[config.mk]
export PLATFORM = sky130hd
export DESIGN_NAME = modbus_tcp_read_holding_regs
export DESIGN_NICKNAME = d
export VERILOG_FILES = /design/src/design/mbtcp_pkg.sv /design/src/design/modbus_tcp_read_holding_regs.sv
export SDC_FILE = /design/constraint.sdc
export NUM_CORES = 2
export LEC_CHECK = 0
export BUFFER_PORTS_ARGS = -buffer_cell sky130_fd_sc_hd__buf_2
export CAP_MARGIN = 20
export CORE_UTILIZATION = 60
export CTS_BUF_LIST = sky130_fd_sc_hd__clkbuf_4
export DETAILED_ROUTE_END_ITERATION = 8
export GPL_ROUTABILITY_DRIVEN = 0
export PLACE_DENSITY = 0.74
export SLEW_MARGIN = 0
export SYNTH_ARGS = -nofsm -noshare
export SYNTH_HDL_FRONTEND = slang
export SYNTH_MEMORY_MAX_BITS = 65536
export SYNTH_SLANG_ARGS = --single-unit
[constraint.sdc]
create_clock -name clk -period 14.2 [get_ports clk]
set_clock_uncertainty 0.1 [all_clocks]
set_input_delay 2.13 -clock clk [delete_from_list [all_inputs] [get_ports clk]]
set_output_delay 2.13 -clock clk [all_outputs]
set_load 0.03 [all_outputs]
[src/design/mbtcp_pkg.sv]
// mbtcp_pkg: shared types and constants for the modbus tcp function 03 slave
// holds the sequencer state type, reply constants and configuration indexes
// no dependencies
`default_nettype none

package mbtcp_pkg;

	// defaults for the top level parameters
	localparam int TABLE_DEPTH_DEF = 256;
	localparam int MAX_READ_DEF    = 123;

	// request header kept from the frame
	localparam logic [3:0] HDR_LEN      = 4'd12;
	localparam logic [3:0] HDR_FULL_M1  = 4'd11;
	// last header byte position of a reply (bytes 0..8)
	localparam logic [3:0] REPLY_HDR_END = 4'd8;

	// exception codes and fixed exception length field
	localparam logic [7:0]  EXC_RANGE    = 8'h02;
	localparam logic [7:0]  EXC_VALUE    = 8'h03;
	localparam logic [15:0] EXC_LEN      = 16'h0003;
	localparam logic [7:0]  FUNC_EXC_BIT = 8'h80;

	// input item kinds
	localparam logic KIND_FRAME = 1'b0;
	localparam logic KIND_TABLE = 1'b1;

	// configuration register indexes
	localparam logic CFG_BASE  = 1'b0;
	localparam logic CFG_COUNT = 1'b1;

	typedef enum logic [3:0] {
		ST_IDLE,
		ST_WMOD,
		ST_CHK_LO,
		ST_CHK_SUM,
		ST_CHK_HI,
		ST_LEN,
		ST_HDR,
		ST_RD,
		ST_HI,
		ST_LO,
		ST_BEAT
	} state_t;

endpackage

`default_nettype wire

[src/design/modbus_tcp_read_holding_regs.sv]
// modbus_tcp_read_holding_regs: a table write folds reg_index below TABLE_DEPTH by repeated
// subtraction on the shared add/subtract unit in ST_WMOD, then writes the table; the last
// byte of a frame with a full header starts checks in ST_CHK_LO, ST_CHK_SUM, ST_CHK_HI, ST_LEN,
// then ST_HDR header bytes, ST_RD/ST_HI/ST_LO per word (read, high, low byte), ST_BEAT per beat
// throughput: one transaction at a time, in_ready is low while a request or write is worked on
// reset: arst_n clears control, config and byte count; header and table stay undefined
`default_nettype none

module modbus_tcp_read_holding_regs #(
	parameter int TABLE_DEPTH = mbtcp_pkg::TABLE_DEPTH_DEF,
	parameter int MAX_READ    = mbtcp_pkg::MAX_READ_DEF
) (
	input  wire logic        clk,
	input  wire logic        arst_n,
	// configuration write channel
	input  wire logic        cfg_valid,
	output logic             cfg_ready,
	input  wire logic        cfg_index,
	input  wire logic [15:0] cfg_data,
	// input items
	input  wire logic        in_valid,
	output logic             in_ready,
	input  wire logic        kind,
	input  wire logic [7:0]  frame_byte,
	input  wire logic        frame_last,
	input  wire logic [7:0]  reg_index,
	input  wire logic [15:0] reg_value,
	// reply beats
	output logic             out_valid,
	input  wire logic        out_ready,
	output logic [63:0]      out_data,
	output logic [3:0]       out_bytes,
	output logic             out_last,
	output logic             out_exception
);

	// table address width, index register width, word count width
	localparam int AW = (TABLE_DEPTH > 1) ? $clog2(TABLE_DEPTH) : 1;
	localparam int IW = (AW > 8) ? AW : 8;
	localparam int QW = $clog2(MAX_READ + 1);
	localparam logic [16:0] DEPTH_W    = 17'(TABLE_DEPTH);
	localparam logic [15:0] MAX_READ_W = 16'(MAX_READ);

	mbtcp_pkg::state_t state_q, state_d, resume_q;

	// configuration registers
	logic [15:0] base_q;
	logic [8:0]  count_q;

	// request header store and byte count
	logic [7:0] hdr_q [mbtcp_pkg::HDR_LEN];
	logic [3:0] byte_cnt_q;

	// pending table write
	logic [IW-1:0] widx_q;
	logic [15:0]   wval_q;

	// register table, one write and one registered read port
	logic [15:0] table_q [TABLE_DEPTH];
	logic [15:0] rd_data_q;
	logic        rd_en;

	// check results
	logic [15:0] diff_q;
	logic        lt_q;
	logic [16:0] sum_q;
	logic        over_q;

	// reply state
	logic [15:0]   len_q;
	logic [7:0]    byte8_q;
	logic          exc_q;
	logic [QW-1:0] words_left_q;
	logic [AW-1:0] addr_q;
	logic [3:0]    pos_q;
	logic [3:0]    fill_q;
	logic          last_q;
	logic [63:0]   beat_q;

	// shared add/subtract unit
	logic [17:0] alu_a, alu_b, alu_res;
	logic        alu_sub;
	logic        alu_neg;

	logic [15:0] start_w, qty_w;
	logic [16:0] cnt_w;
	logic        range_bad;
	logic        in_acc, frame_acc, table_acc;
	logic        place_en;
	logic [7:0]  place_byte;
	logic        full_w, hdr_end_w, hdr_final_w, word_end_w;
	logic [7:0]  hdr_sel;

	// request fields, big-endian
	assign start_w = {hdr_q[8], hdr_q[9]};
	assign qty_w   = {hdr_q[10], hdr_q[11]};
	// count above table depth acts as the depth
	assign cnt_w   = ({8'b0, count_q} > DEPTH_W) ? DEPTH_W : {8'b0, count_q};
	assign range_bad = lt_q | over_q | (qty_w > MAX_READ_W);

	assign alu_res = alu_a + (alu_sub ? ~alu_b : alu_b) + {17'b0, alu_sub};
	assign alu_neg = alu_res[17];

	assign in_acc    = in_valid & in_ready;
	assign frame_acc = in_acc & (kind == mbtcp_pkg::KIND_FRAME);
	assign table_acc = in_acc & (kind == mbtcp_pkg::KIND_TABLE);

	// beat assembly conditions
	assign full_w      = (fill_q[2:0] == 3'd7);
	assign hdr_end_w   = (pos_q == mbtcp_pkg::REPLY_HDR_END);
	assign hdr_final_w = hdr_end_w & exc_q;
	assign word_end_w  = (words_left_q == '0);

	// reply header byte at position pos_q
	always_comb begin
		case (pos_q)
			4'd0:    hdr_sel = hdr_q[0];
			4'd1:    hdr_sel = hdr_q[1];
			4'd2:    hdr_sel = hdr_q[2];
			4'd3:    hdr_sel = hdr_q[3];
			4'd4:    hdr_sel = len_q[15:8];
			4'd5:    hdr_sel = len_q[7:0];
			4'd6:    hdr_sel = hdr_q[6];
			4'd7:    hdr_sel = hdr_q[7] ^ (exc_q ? mbtcp_pkg::FUNC_EXC_BIT : 8'h00);
			4'd8:    hdr_sel = byte8_q;
			default: hdr_sel = 8'h00;
		endcase
	end

	// next state
	always_comb begin
		state_d = state_q;
		unique case (state_q)
			mbtcp_pkg::ST_IDLE: begin
				if (table_acc) begin
					state_d = mbtcp_pkg::ST_WMOD;
				end else if (frame_acc && frame_last && byte_cnt_q >= mbtcp_pkg::HDR_FULL_M1) begin
					state_d = mbtcp_pkg::ST_CHK_LO;
				end
			end
			mbtcp_pkg::ST_WMOD: begin
				// index below depth: the write lands this cycle
				if (alu_neg) state_d = mbtcp_pkg::ST_IDLE;
			end
			mbtcp_pkg::ST_CHK_LO:  state_d = mbtcp_pkg::ST_CHK_SUM;
			mbtcp_pkg::ST_CHK_SUM: state_d = mbtcp_pkg::ST_CHK_HI;
			mbtcp_pkg::ST_CHK_HI:  state_d = mbtcp_pkg::ST_LEN;
			mbtcp_pkg::ST_LEN:     state_d = mbtcp_pkg::ST_HDR;
			mbtcp_pkg::ST_HDR: begin
				if (full_w || hdr_final_w) state_d = mbtcp_pkg::ST_BEAT;
				else if (hdr_end_w)        state_d = mbtcp_pkg::ST_RD;
			end
			mbtcp_pkg::ST_RD: state_d = mbtcp_pkg::ST_HI;
			mbtcp_pkg::ST_HI: state_d = full_w ? mbtcp_pkg::ST_BEAT : mbtcp_pkg::ST_LO;
			mbtcp_pkg::ST_LO: begin
				state_d = (full_w || word_end_w) ? mbtcp_pkg::ST_BEAT : mbtcp_pkg::ST_RD;
			end
			mbtcp_pkg::ST_BEAT: begin
				if (out_ready) state_d = last_q ? mbtcp_pkg::ST_IDLE : resume_q;
			end
			default: state_d = mbtcp_pkg::ST_IDLE;
		endcase
	end

	// outputs and shared unit operands
	always_comb begin
		in_ready   = 1'b0;
		out_valid  = 1'b0;
		rd_en      = 1'b0;
		place_en   = 1'b0;
		place_byte = 8'h00;
		alu_a      = '0;
		alu_b      = '0;
		alu_sub    = 1'b0;
		unique case (state_q)
			mbtcp_pkg::ST_IDLE: in_ready = 1'b1;
			mbtcp_pkg::ST_WMOD: begin
				// fold the index into the table depth
				alu_a   = 18'(widx_q);
				alu_b   = {1'b0, DEPTH_W};
				alu_sub = 1'b1;
			end
			mbtcp_pkg::ST_CHK_LO: begin
				// start - base, negative means start below base
				alu_a   = {2'b0, start_w};
				alu_b   = {2'b0, base_q};
				alu_sub = 1'b1;
			end
			mbtcp_pkg::ST_CHK_SUM: begin
				alu_a = {2'b0, diff_q};
				alu_b = {2'b0, qty_w};
			end
			mbtcp_pkg::ST_CHK_HI: begin
				// count - (offset + quantity), negative means past the end
				alu_a   = {1'b0, cnt_w};
				alu_b   = {1'b0, sum_q};
				alu_sub = 1'b1;
			end
			mbtcp_pkg::ST_LEN: begin
				// 3 + 2 * quantity
				alu_a = {1'b0, qty_w, 1'b0};
				alu_b = 18'd3;
			end
			mbtcp_pkg::ST_HDR: begin
				place_en   = 1'b1;
				place_byte = hdr_sel;
			end
			mbtcp_pkg::ST_RD: begin
				rd_en   = 1'b1;
				alu_a   = 18'(words_left_q);
				alu_b   = 18'd1;
				alu_sub = 1'b1;
			end
			mbtcp_pkg::ST_HI: begin
				place_en   = 1'b1;
				place_byte = rd_data_q[15:8];
			end
			mbtcp_pkg::ST_LO: begin
				place_en   = 1'b1;
				place_byte = rd_data_q[7:0];
			end
			mbtcp_pkg::ST_BEAT: out_valid = 1'b1;
			default: ;
		endcase
	end

	assign cfg_ready     = 1'b1;
	assign out_data      = beat_q;
	assign out_bytes     = fill_q;
	assign out_last      = last_q;
	assign out_exception = exc_q;

	// control state
	always_ff @(posedge clk or negedge arst_n) begin
		if (!arst_n) begin
			state_q      <= mbtcp_pkg::ST_IDLE;
			resume_q     <= mbtcp_pkg::ST_IDLE;
			base_q       <= '0;
			count_q      <= '0;
			byte_cnt_q   <= '0;
			fill_q       <= '0;
			pos_q        <= '0;
			last_q       <= 1'b0;
			exc_q        <= 1'b0;
			words_left_q <= '0;
		end else begin
			state_q <= state_d;
			if (cfg_valid && cfg_ready) begin
				if (cfg_index == mbtcp_pkg::CFG_BASE) base_q <= cfg_data;
				else                                  count_q <= cfg_data[8:0];
			end
			// frame byte count saturates at the header length, frame end clears it
			if (frame_acc) begin
				if (frame_last)                           byte_cnt_q <= '0;
				else if (byte_cnt_q < mbtcp_pkg::HDR_LEN) byte_cnt_q <= byte_cnt_q + 4'd1;
			end
			case (state_q)
				mbtcp_pkg::ST_LEN: begin
					exc_q        <= range_bad | (qty_w == 16'd0);
					words_left_q <= qty_w[QW-1:0];
					pos_q        <= '0;
					fill_q       <= '0;
					last_q       <= 1'b0;
				end
				mbtcp_pkg::ST_HDR: begin
					fill_q <= fill_q + 4'd1;
					pos_q  <= pos_q + 4'd1;
					last_q <= hdr_final_w;
					resume_q <= hdr_end_w ? mbtcp_pkg::ST_RD : mbtcp_pkg::ST_HDR;
				end
				mbtcp_pkg::ST_RD: words_left_q <= alu_res[QW-1:0];
				mbtcp_pkg::ST_HI: begin
					fill_q   <= fill_q + 4'd1;
					resume_q <= mbtcp_pkg::ST_LO;
				end
				mbtcp_pkg::ST_LO: begin
					fill_q   <= fill_q + 4'd1;
					last_q   <= word_end_w;
					resume_q <= mbtcp_pkg::ST_RD;
				end
				mbtcp_pkg::ST_BEAT: begin
					if (out_ready) fill_q <= '0;
				end
				default: ;
			endcase
		end
	end

	// payload registers
	always_ff @(posedge clk) begin
		if (frame_acc && byte_cnt_q < mbtcp_pkg::HDR_LEN) begin
			hdr_q[byte_cnt_q] <= frame_byte;
		end
		if (table_acc) begin
			widx_q <= IW'(reg_index);
			wval_q <= reg_value;
		end
		case (state_q)
			mbtcp_pkg::ST_WMOD: begin
				if (!alu_neg) widx_q <= alu_res[IW-1:0];
			end
			mbtcp_pkg::ST_CHK_LO: begin
				diff_q <= alu_res[15:0];
				lt_q   <= alu_neg;
			end
			mbtcp_pkg::ST_CHK_SUM: sum_q  <= alu_res[16:0];
			mbtcp_pkg::ST_CHK_HI:  over_q <= alu_neg;
			mbtcp_pkg::ST_LEN: begin
				// exception replies carry a fixed length and the code in place of byte count
				if (range_bad || qty_w == 16'd0) begin
					len_q   <= mbtcp_pkg::EXC_LEN;
					byte8_q <= range_bad ? mbtcp_pkg::EXC_RANGE : mbtcp_pkg::EXC_VALUE;
				end else begin
					len_q   <= alu_res[15:0];
					byte8_q <= {qty_w[6:0], 1'b0};
				end
				addr_q <= diff_q[AW-1:0];
				beat_q <= '0;
			end
			mbtcp_pkg::ST_RD: addr_q <= addr_q + AW'(1);
			mbtcp_pkg::ST_BEAT: begin
				if (out_ready) beat_q <= '0;
			end
			default: ;
		endcase
		// first byte of a beat lands in the top bits
		if (place_en) begin
			beat_q[{~fill_q[2:0], 3'b000} +: 8] <= place_byte;
		end
	end

	// register table
	always_ff @(posedge clk) begin
		if (state_q == mbtcp_pkg::ST_WMOD && alu_neg) begin
			table_q[widx_q[AW-1:0]] <= wval_q;
		end
		if (rd_en) begin
			rd_data_q <= table_q[addr_q];
		end
	end

endmodule

`default_nettype wire

==> impl_results.md <==
* Arrival time of data at the critical path endpoint at 8.40 ns
* Number of maximum-capacitance constraint violations at 0
* Leakage power figure at 62.2 nW
* Synthesized cell area at 170000 um^2
* Count of clock tree sinks at 4400
* Buffers from clock root to sink, at most at 5
* Share of synthesized cell area in and, or, nand and nor gates at 2.21%
* Vias after detailed routing at 93100
* Synthesized-area fraction occupied by adder cells at 0.210%
* Y dimension of the die at 535 um
* Root buffer cell: sky130_fd_sc_hd__clkbuf_4
* Max incr delay on CP at 0.74 ns
* Compound-cell area share of the yosys netlist at 3.03%
* Count of final max-slew check failures at 0
* Commonest cells post-synth: sky130_fd_sc_hd__edfxtp_1, sky130_fd_sc_hd__mux4_2, sky130_fd_sc_hd__nor2_1
* WP data required at 15.36 ns
* Area growth from synthesis to layout at 11.9%
* HPWL reported at the end of detailed placement at 278000 um
* Filler Cell Count at 17800
* Synth Warn # at 0
* Violation count after the first detailed-routing iteration at 15400
* Core region area at 282000 um^2
* Finished layout cell area at 190000 um^2
* Detail Route Antenna Nets at 0
* Vias/cell at 6.81
* Number of H-tree levels at 7
* Sequential cell area at 131000 um^2
* NumNets Final at 9281
* Critical Path Slowest Stage Cell: sky130_fd_sc_hd__nand4_1
* Element type at the critical path start: flop
* TritonCTS clock tree: yes
* Buffers inserted during post-CTS setup optimization at 0
* FFs w/ async S/R, synth at 1.20%
* Sequential element share of the synthesized area at 77.1%
* Category of the critical setup timing path: flop to flop
* Number of gates resized after CTS at 0
* Area leader, netlist: sky130_fd_sc_hd__edfxtp_1
* Num ports at 129
* Largest net degree at the start of global routing at 179
* Type of the worst min-delay path: flop to flop
* Cell types with the largest area share after synthesis: sky130_fd_sc_hd__edfxtp_1, sky130_fd_sc_hd__mux4_2, sky130_fd_sc_hd__mux2i_1, sky130_fd_sc_hd__dfxtp_1, sky130_fd_sc_hd__nor2_1
* Cell-by-cell listing of the critical path: nor2b_1 -> nand2_1 -> inv_1 -> nand2_1 -> clkinv_1 -> a222oi_1 -> nand2_1 -> ha_1 -> a21oi_1 -> o21bai_1 -> a21oi_1 -> o21a_1 -> o21ai_2 -> a211oi_4 -> buf_4 -> nand4_1 -> buf_4 -> nor2_1 -> buf_4
* Share of the cycle needed by the critical path after routing at 51.0%
* Worst Setup End Kind: flop
* Xor/xnor cell area share of the yosys netlist at 0.132%
* Number of distinct library cells after synthesis at 76
* Register-to-register setup slack at 6.96 ns
* Most common flop cell mapped by yosys: sky130_fd_sc_hd__edfxtp_1
* DRC errors left at 1
* Fraction of final layout cells sized beyond drive strength 1 at 34.0%
* Number of failing setup endpoints in the final timing report at 0
* Number of standard cells after synthesis at 7968
* Starting utilization of the core area at 60.3%
* Synthesized area per cell at 21.4 um^2
* Die Span X at 535 um
* Total Die Area at 286000 um^2
* Crit-path max FO at 18
* Final hold vios at 0
* Number of buffers created by CTS at 1134
* Share of cell area taken by muxes after synthesis at 16.0%
* Vias in the first global route at 91800
* Synthesized flop and latch total at 4400
* Worst path top cell family by delay: simple AND/OR/NAND/NOR gates
* Placed Instance Area at 177000 um^2
* GR Util All Layers at 33.4%
* Result of the run: finished, violations left
* Buffers added on ports at 127
* Initial DRT Pass Iterations at 9
* Unrepaired setup endpoints after global routing: no
* Clock slew at the register clock pins of the worst setup and hold paths at 0.06 ns
* Power density over the cells at 156 nW/um^2
* Main combinational cell family by area after synthesis: multiplexers
* Final wirelength at 468000 um
* Number of antenna violations at the first check in global routing at 27
* Max frequency at 138 MHz
* Violated checks: DRC
* Number of buffers inserted for hold repair after clock tree synthesis at 0
* Final global-route overflow total at 0
* Footprint of the multi-input gates at 37100 um^2
* Headroom to the max-slew limit at 13.5%
* Most numerous cell in the Yosys netlist: sky130_fd_sc_hd__edfxtp_1
* Peak supply drop at 0.162 mV
* Number of nets produced by synthesis at 8052
* Number of enable-type register cells in the synthesized netlist at 4275
* Clock latency on the worst-skew pair at 1.68 ns
* Area share of the largest cell type after synthesis at 75.4%
* Row count at 195
* First-pass GRT wire length at 659000 um
* Slew at the pin closest to its max-slew limit at 1.29 ns
* Clock period minus final worst setup slack at 7.24 ns
* Detail-routed net length per standard cell at 34.3 um
* Final setup TNS at 0 ns
* Critical path buffer and inverter count at 5
-- final cells by class --
class / count / share of cell area [%]
clock inverters: 285 / 0.788
inverters: 29 / 0.0651
diodes: 27 / 0.0355
multi-input cells: 3075 / 19.5
repair buffers: 557 / 2.15
well taps: 3743 / 2.46
flip-flops and latches: 4400 / 68.9
clock buffers: 1555 / 6.13
-- registers in the layout, summed over array words and instances, names as in the netlist, 7 cells and up --
name,count
wval_q,16
len_q,16
diff_q,16
widx_q,8
rd_data_q,16
byte8_q,8
base_q,16
words_left_q,7
hdr_q,80
out_data,64
sum_q,17
count_q,9
addr_q,8
table_q,4096
-- layout by cell type (no fill, tap or decap), types with 23 or more instances in the layout --
cell type and count:
sky130_fd_sc_hd__a211oi_1 36, sky130_fd_sc_hd__clkinv_2 29, sky130_fd_sc_hd__inv_1 23, sky130_fd_sc_hd__nand3_1 103, sky130_fd_sc_hd__nand2_1 212, sky130_fd_sc_hd__o21ai_0 177
sky130_fd_sc_hd__mux4_2 1055, sky130_fd_sc_hd__buf_2 128, sky130_fd_sc_hd__inv_2 25, sky130_fd_sc_hd__nor3_1 29, sky130_fd_sc_hd__edfxtp_1 4275, sky130_fd_sc_hd__o221ai_1 37
sky130_fd_sc_hd__ha_1 27, sky130_fd_sc_hd__o22ai_1 42, sky130_fd_sc_hd__nor2_1 305, sky130_fd_sc_hd__diode_2 27, sky130_fd_sc_hd__dfxtp_1 72, sky130_fd_sc_hd__buf_4 408
sky130_fd_sc_hd__mux2_2 34, sky130_fd_sc_hd__a22oi_1 92, sky130_fd_sc_hd__clkinv_1 215, sky130_fd_sc_hd__clkbuf_4 1556, sky130_fd_sc_hd__mux2i_1 315, sky130_fd_sc_hd__dfrtp_1 53
sky130_fd_sc_hd__nor2_2 49, sky130_fd_sc_hd__a222oi_1 24, sky130_fd_sc_hd__a221oi_1 61, sky130_fd_sc_hd__a21oi_1 161
-- cells by family (layout without fill, tap and decap cells) --
| kind of cell | Yosys count | count (layout) |
|---|---|---|
| multiplexers | 1404 | 1404 |
| other | 1 | 28 |
| AO/OA/AOI/OAI | 771 | 771 |
| XOR/XNOR | 24 | 24 |
| flip-flops | 4400 | 4400 |
| buffers and inverters | 493 | 2426 |
| adder cells (fa/ha/maj) | 28 | 28 |
| AND/OR/NAND/NOR | 847 | 847 |
-- path summary, 6_finish.rpt --
path                             start               to  cells after the start
max in group asynchronous       arst_n       count_q[1]                      2
hold / removal             out_data[7]      out_data[7]                      2
min in group asynchronous       arst_n       base_q[14]                      2
hold reg to reg            out_data[7]      out_data[7]                      2
setup / recovery            state_q[3]  table_q[203][2]                     19
setup reg to reg            state_q[3]  table_q[203][2]                     19
-- power breakdown --
part	leakage (nW)	internal, mW	switching [mW]
combinational	14.6	1.38	3.17
clock	7.91	5.29	4.92
sequential	39.7	14.8	0.195
-- per-stage QoR --
step / setup WS [ns] / hold slack [ns] / instances / power [mW] / util, %
2_1_floorplan: 8.31 / 0.351 / 7968 / 17.9 / -
3_3_place_gp: 6.65 / 0.348 / 11800 / 19.6 / 62.7
3_5_place_dp: 6.56 / 0.358 / 11800 / 19.7 / 62.8
4_1_cts: 6.50 / 0.372 / 13600 / 29.8 / 67.4
5_1_grt: 6.76 / 0.395 / 13600 / 30.7 / 67.5
6_report: 6.96 / 0.368 / 13700 / 29.8 / 67.5
-- metal layers --
| metal | track usage, % | up-vias | part of all wire, % |
|---|---|---|---|
| li1 | - | 36600 | - |
| met4 | 17.7 | 14 | 5.0 |
| met2 | 49.1 | 7931 | 46 |
| met1 | 45.2 | 47400 | 35 |
| met5 | 0 | - | 0.022 |
| met3 | 10.8 | 1191 | 14 |
-- worst register-to-register path, stage by stage, from the launching register on --
cell	delay [ns]
sky130_fd_sc_hd__dfrtp_1	0.73
sky130_fd_sc_hd__nor2b_1	0.17
sky130_fd_sc_hd__nand2_1	0.34
sky130_fd_sc_hd__inv_1	0.28
sky130_fd_sc_hd__nand2_1	0.27
sky130_fd_sc_hd__clkinv_1	0.39
sky130_fd_sc_hd__a222oi_1	0.42
sky130_fd_sc_hd__nand2_1	0.10
sky130_fd_sc_hd__ha_1	0.34
sky130_fd_sc_hd__a21oi_1	0.21
sky130_fd_sc_hd__o21bai_1	0.12
sky130_fd_sc_hd__a21oi_1	0.18
sky130_fd_sc_hd__o21a_1	0.16
sky130_fd_sc_hd__o21ai_2	0.14
sky130_fd_sc_hd__a211oi_4	0.24
sky130_fd_sc_hd__buf_4	0.38
sky130_fd_sc_hd__nand4_1	0.77
sky130_fd_sc_hd__buf_4	0.68
sky130_fd_sc_hd__nor2_1	0.60
sky130_fd_sc_hd__buf_4	0.31
No activity file was read; power rests on OpenSTA's default activity.
